===== src/sv/btms_ram.sv =====
`timescale 1ns / 1ps
module btms_ram #(
    parameter int WIDTH = 8,
    parameter int DEPTH = 256
) (
    input  logic                     i_clk,
    input  logic                     i_we,
    input  logic [$clog2(DEPTH)-1:0] i_waddr,
    input  logic [WIDTH-1:0]         i_wdata,
    input  logic [$clog2(DEPTH)-1:0] i_raddr,
    output logic [WIDTH-1:0]         o_rdata
);
    logic [WIDTH-1:0] r_mem [DEPTH];
    always_ff @(posedge i_clk) begin
        if (i_we) begin
            r_mem[i_waddr] <= i_wdata;
        end
        o_rdata <= r_mem[i_raddr];
    end
endmodule


===== config.mk =====
export PLATFORM = sky130hd
export DESIGN_NAME = btms_ram
export DESIGN_NICKNAME = d
export VERILOG_FILES = /design/src/sv/btms_ram.sv
export SDC_FILE = /design/constraint.sdc
export NUM_CORES = 2
export LEC_CHECK = 0
export ABC_AREA = 0
export BUFFER_PORTS_ARGS = -buffer_cell sky130_fd_sc_hd__buf_2
export CORE_ASPECT_RATIO = 0.9
export CORE_MARGIN = 5
export CORE_UTILIZATION = 45
export DETAILED_ROUTE_END_ITERATION = 8
export HOLD_SLACK_MARGIN = 0.05
export SLEW_MARGIN = 10
export SYNTH_ARGS = -nofsm -noshare
export SYNTH_HDL_FRONTEND = slang
export SYNTH_SLANG_ARGS = --single-unit

===== constraint.sdc =====
create_clock -name i_clk -period 3.1 [get_ports i_clk]
set_input_delay 0.62 -clock i_clk [delete_from_list [all_inputs] [get_ports i_clk]]
set_output_delay 0.62 -clock i_clk [all_outputs]
set_load 0.01 [all_outputs]

Word-level counts from Yosys, hierarchy flattened --
Memory sizes are Yosys's and may differ from the RTL's. A register that Yosys moved wholly into a read port is not among the register bits. Index checks and enable logic that the tools add are counted.
Word-level totals: register bits after elaboration 0, RAM bits 2048, input port bits 26, output and inout port bits 8, logic and storage cells 3, memories kept 1
Memories:
- r_mem | depth 256, bits a word 8, read ports 1, clocked after memory_dff 1, wr ports 1, line 13 | logic [WIDTH-1:0] r_mem [DEPTH];
Cells by class: mux-type cells 2
Operators with widths (count):
- two-way mux 1 bit | 2

Logic depth before layout (Yosys ltp) --
depth in word-level cells 2, gate-level depth with buffers 11, gate-level depth less buffers 6

Worst setup path after synthesis --
Ideal clock, no wire load.
kind input to register, start input port i_raddr[0], end register o_rdata[2], read port of r_mem, library setup time 0.131 ns, arrival 2.427 ns, data required time 2.969 ns, setup slack 0.542 ns, stages on the path 9, buffers on the path 4, path through buf_6 -> buf_12 -> buf_8 -> buf_2 -> mux4_2 -> a22oi_1 -> a21oi_1 -> nor4_1 -> nor4_2
RTL lines:
- start, declared | line 10 | input logic [$clog2(DEPTH)-1:0] i_raddr,
- end, declared | line 11 | output logic [WIDTH-1:0] o_rdata

==> results.toml <==
[worst_setup_path]
crit_family = "buffers and inverters"
critPathSlowestCell = "nor4_1"
worst_path_largest_cell_delay_ns = 0.90
crit_chain = "buf_8 > buf_4 > buf_12 > mux4_2 > a22oi_1 > a21oi_1 > nor4_1 > buf_4 > nor4_2"
r2r_setup_slack_ns = 0.34
startpoint_type = "input pin"
cp.required_ns = 3.81
endpoint_kind = "flop"
cp_common_cell = "buf_4"
crit_buf_inv = 4
critPathKind = "input pin to flop"
cp.arrival_ns = 3.66
cp_max_fo = 30

[logic_synthesis]
ys_seq_elements = 2056
synth_top_area_share_pct = 77.3
yosys_warnings = 0
synth_top_area_cell = "edfxtp_1"
synth_edf_count = 2048
yosys_most_used_dff = "edfxtp_1"
syn_nets = 3759
netlist_top_cells_area = "edfxtp_1 77%, mux4_2 13%, mux2i_1 1.7%, nor2_1 1.3%, a22oi_1 1.3%"
yosysUniqueCellTypes = 55
netlist_instances = 3733
synth_area_um2 = 79600
async_flop_share_pct = 0
seq_area_frac_synth_pct = 77.5
avgSynthCellArea_um2 = 21.3

[clock_network]
clk_pin_slew_ns = 0.06
cts_tree = "built"
cts_setup_buffers = 0
max-clock-path-buffers = 3
insertion_delay_ns = 0.82
ctsHoldBuffers = 0
cts.sinks = 2056
root_buffer = "clkbuf_16"
h-tree-depth = 4
cts_resized = 1
cts_buffers = 195

[global_route]
grt_pass1_vias = 40200
grt_usage_pct = 21.7
grt_overflow = 0
grt_max_degree = 102
grt_first_pass_wirelength_mm = 292
antenna_found_initial = 13

[sta]
max_freq_mhz = 339
slew_headroom_pct = 21.8
worst_slack_ns = 0.151
fin_setup_tns_ns = 0
min_period_ns = 2.95
max_slew.worst_pin.slew_ns = 1.16
setup_viol = 0
hold_viol_final = 0
final.period_utilization_pct = 95.1
skew_ns = 0.0196
rsz0062_at_grt = "no"
report.final.slew_viol_count = 0

[finish]
fill_cells = 13600
final_core_util_pct = 52.9
area_growth_pct = 16.9
design_area_um2 = 93000
finalNetCount = 4342
drive_above_1_share_pct = 30.5

[power_and_ir_drop]
p_comb_share_pct = 5.4
pwr-share-seq_pct = 53.6
p_per_area_nw_per_um2 = 616
clkPwrFrac_pct = 41.0
p_leak_uw = 0.0298
p_sw_uw = 12000
switching_share_pct = 21.0
ir_drop_v = 0.000591
intPower_uw = 45200
p_total_uw = 57300

[die]
dieArea_um2 = 185000
start_util_pct = 45.2
die-width_um = 453
ios = 34
design.core.area_um2 = 176000
die-height_um = 409
num_rows = 146

[run]
max_cap_violations = 0

[place]
place_congestion = 0.839
hpwl_mm = 128
numPortBuffers = 33
dpl_cell_area_um2 = 86700
dp_slack_ns = -0.891

[worst_hold_path]
hold_class = "input pin to flop"

[detailed_routing]
drt_first_pass_iters = 6
drc = 0
drt_wl_total_mm = 201
drtAntennaViolNets = 0
wl_per_cell_um = 29.4
first_iter_violations = 4787
viasPerCell = 5.89
dr_total_vias = 40300

[status]
status = "finished clean"
path summary, 6_finish.rpt:
kind | start | end | cells past startpoint
max | i_raddr[0] | o_rdata[6]$_DFF_P_ | 9
min | i_wdata[3] | r_mem[71][3]$_DFFE_PP_ | 1
max reg2reg | r_mem[129][1]$_DFFE_PP_ | o_rdata[1]$_DFF_P_ | 6
min reg2reg | r_mem[40][3]$_DFFE_PP_ | o_rdata[3]$_DFF_P_ | 7
power groups by stage:
stage	Clock, uW	Combinational [uW]	Sequential [uW]
after floorplan	0	1490	31300
after global placement	0	3070	31300
after detailed placement	0	3100	31300
after CTS	23900	3110	30700
after global routing	25200	3260	30700
final	23500	3080	30700
synthesized netlist by cell type, drive strengths merged (28+ instances only):
master / number
nor2: 282
o221ai: 47
mux2i: 134
o22ai: 28
nand3: 34
buf: 122
a21oi: 96
nor2b: 31
mux4: 456
clkbuf: 111
edfxtp: 2048
nand2: 33
a22oi: 133
final cells by class:
type	instances	area, um2	share of cell area [%]
Timing Repair Buffer	619	5620	6.04
Clock inverter	114	1070	1.15
Multi-Input combinational cell	1442	16500	17.7
Inverter	2	7.51	0.00807
Tap cell	2368	2960	3.19
Sequential cell	2056	61700	66.3
Clock buffer	241	5180	5.57
Antenna cell	2	5.00	0.00538
layer usage:
metal / vias to the layer above / wire length, um / global-route usage, %
li1: 16900 / - / -
met1: 21500 / 88100 / 33.0
met2: 1661 / 94000 / 33.2
met3: 275 / 15000 / 3.78
met4: 0 / 4280 / 4.93
met5: - / 0 / 0
flip-flops by register name, indices dropped and copies added (netlist names):
name,cells
r_mem,2048
o_rdata,8
placed cells by master, fill, tap and decap left out, types with 8 or more instances in the layout:
master and count:
o221ai_1 46, mux4_2 454, buf_12 76, nor2_1 279, a221oi_1 13, a21oi_1 96
nor4_1 23, o21ai_0 10, buf_8 10, clkbuf_16 199, buf_2 22, clkbuf_1 38
a22o_1 8, nor2b_1 28, nand2b_1 8, nor3_1 21, o211ai_1 10, edfxtp_1 2048
a211oi_1 16, mux2i_1 134, nand2_1 33, dfxtp_1 8, o22ai_1 28, nand4_1 10
clkinv_2 31, bufinv_16 19, buf_4 511, a22oi_1 133, clkinv_1 49, nand3_1 34
stage by stage:
| step | hold WS [ns] | std cells |
|---|---|---|
| after floorplan | 0.719 | 3733 |
| after global placement | 1.02 | 6487 |
| after detailed placement | 1.01 | 6487 |
| after CTS | 0.120 | 6842 |
| after global routing | 0.150 | 6843 |
| final | 0.200 | 6844 |
kinds of logic after synthesis:
logic type / after synthesis / synth area share, %
AOI/OAI and AO/OA: 385 / 3.42
buffers and inverters: 235 / 1.83
DFF: 2056 / 77.5
muxes: 591 / 14.6
and+or+nand+nor: 466 / 2.63
Note: power is estimated with default switching activity, not from simulation.
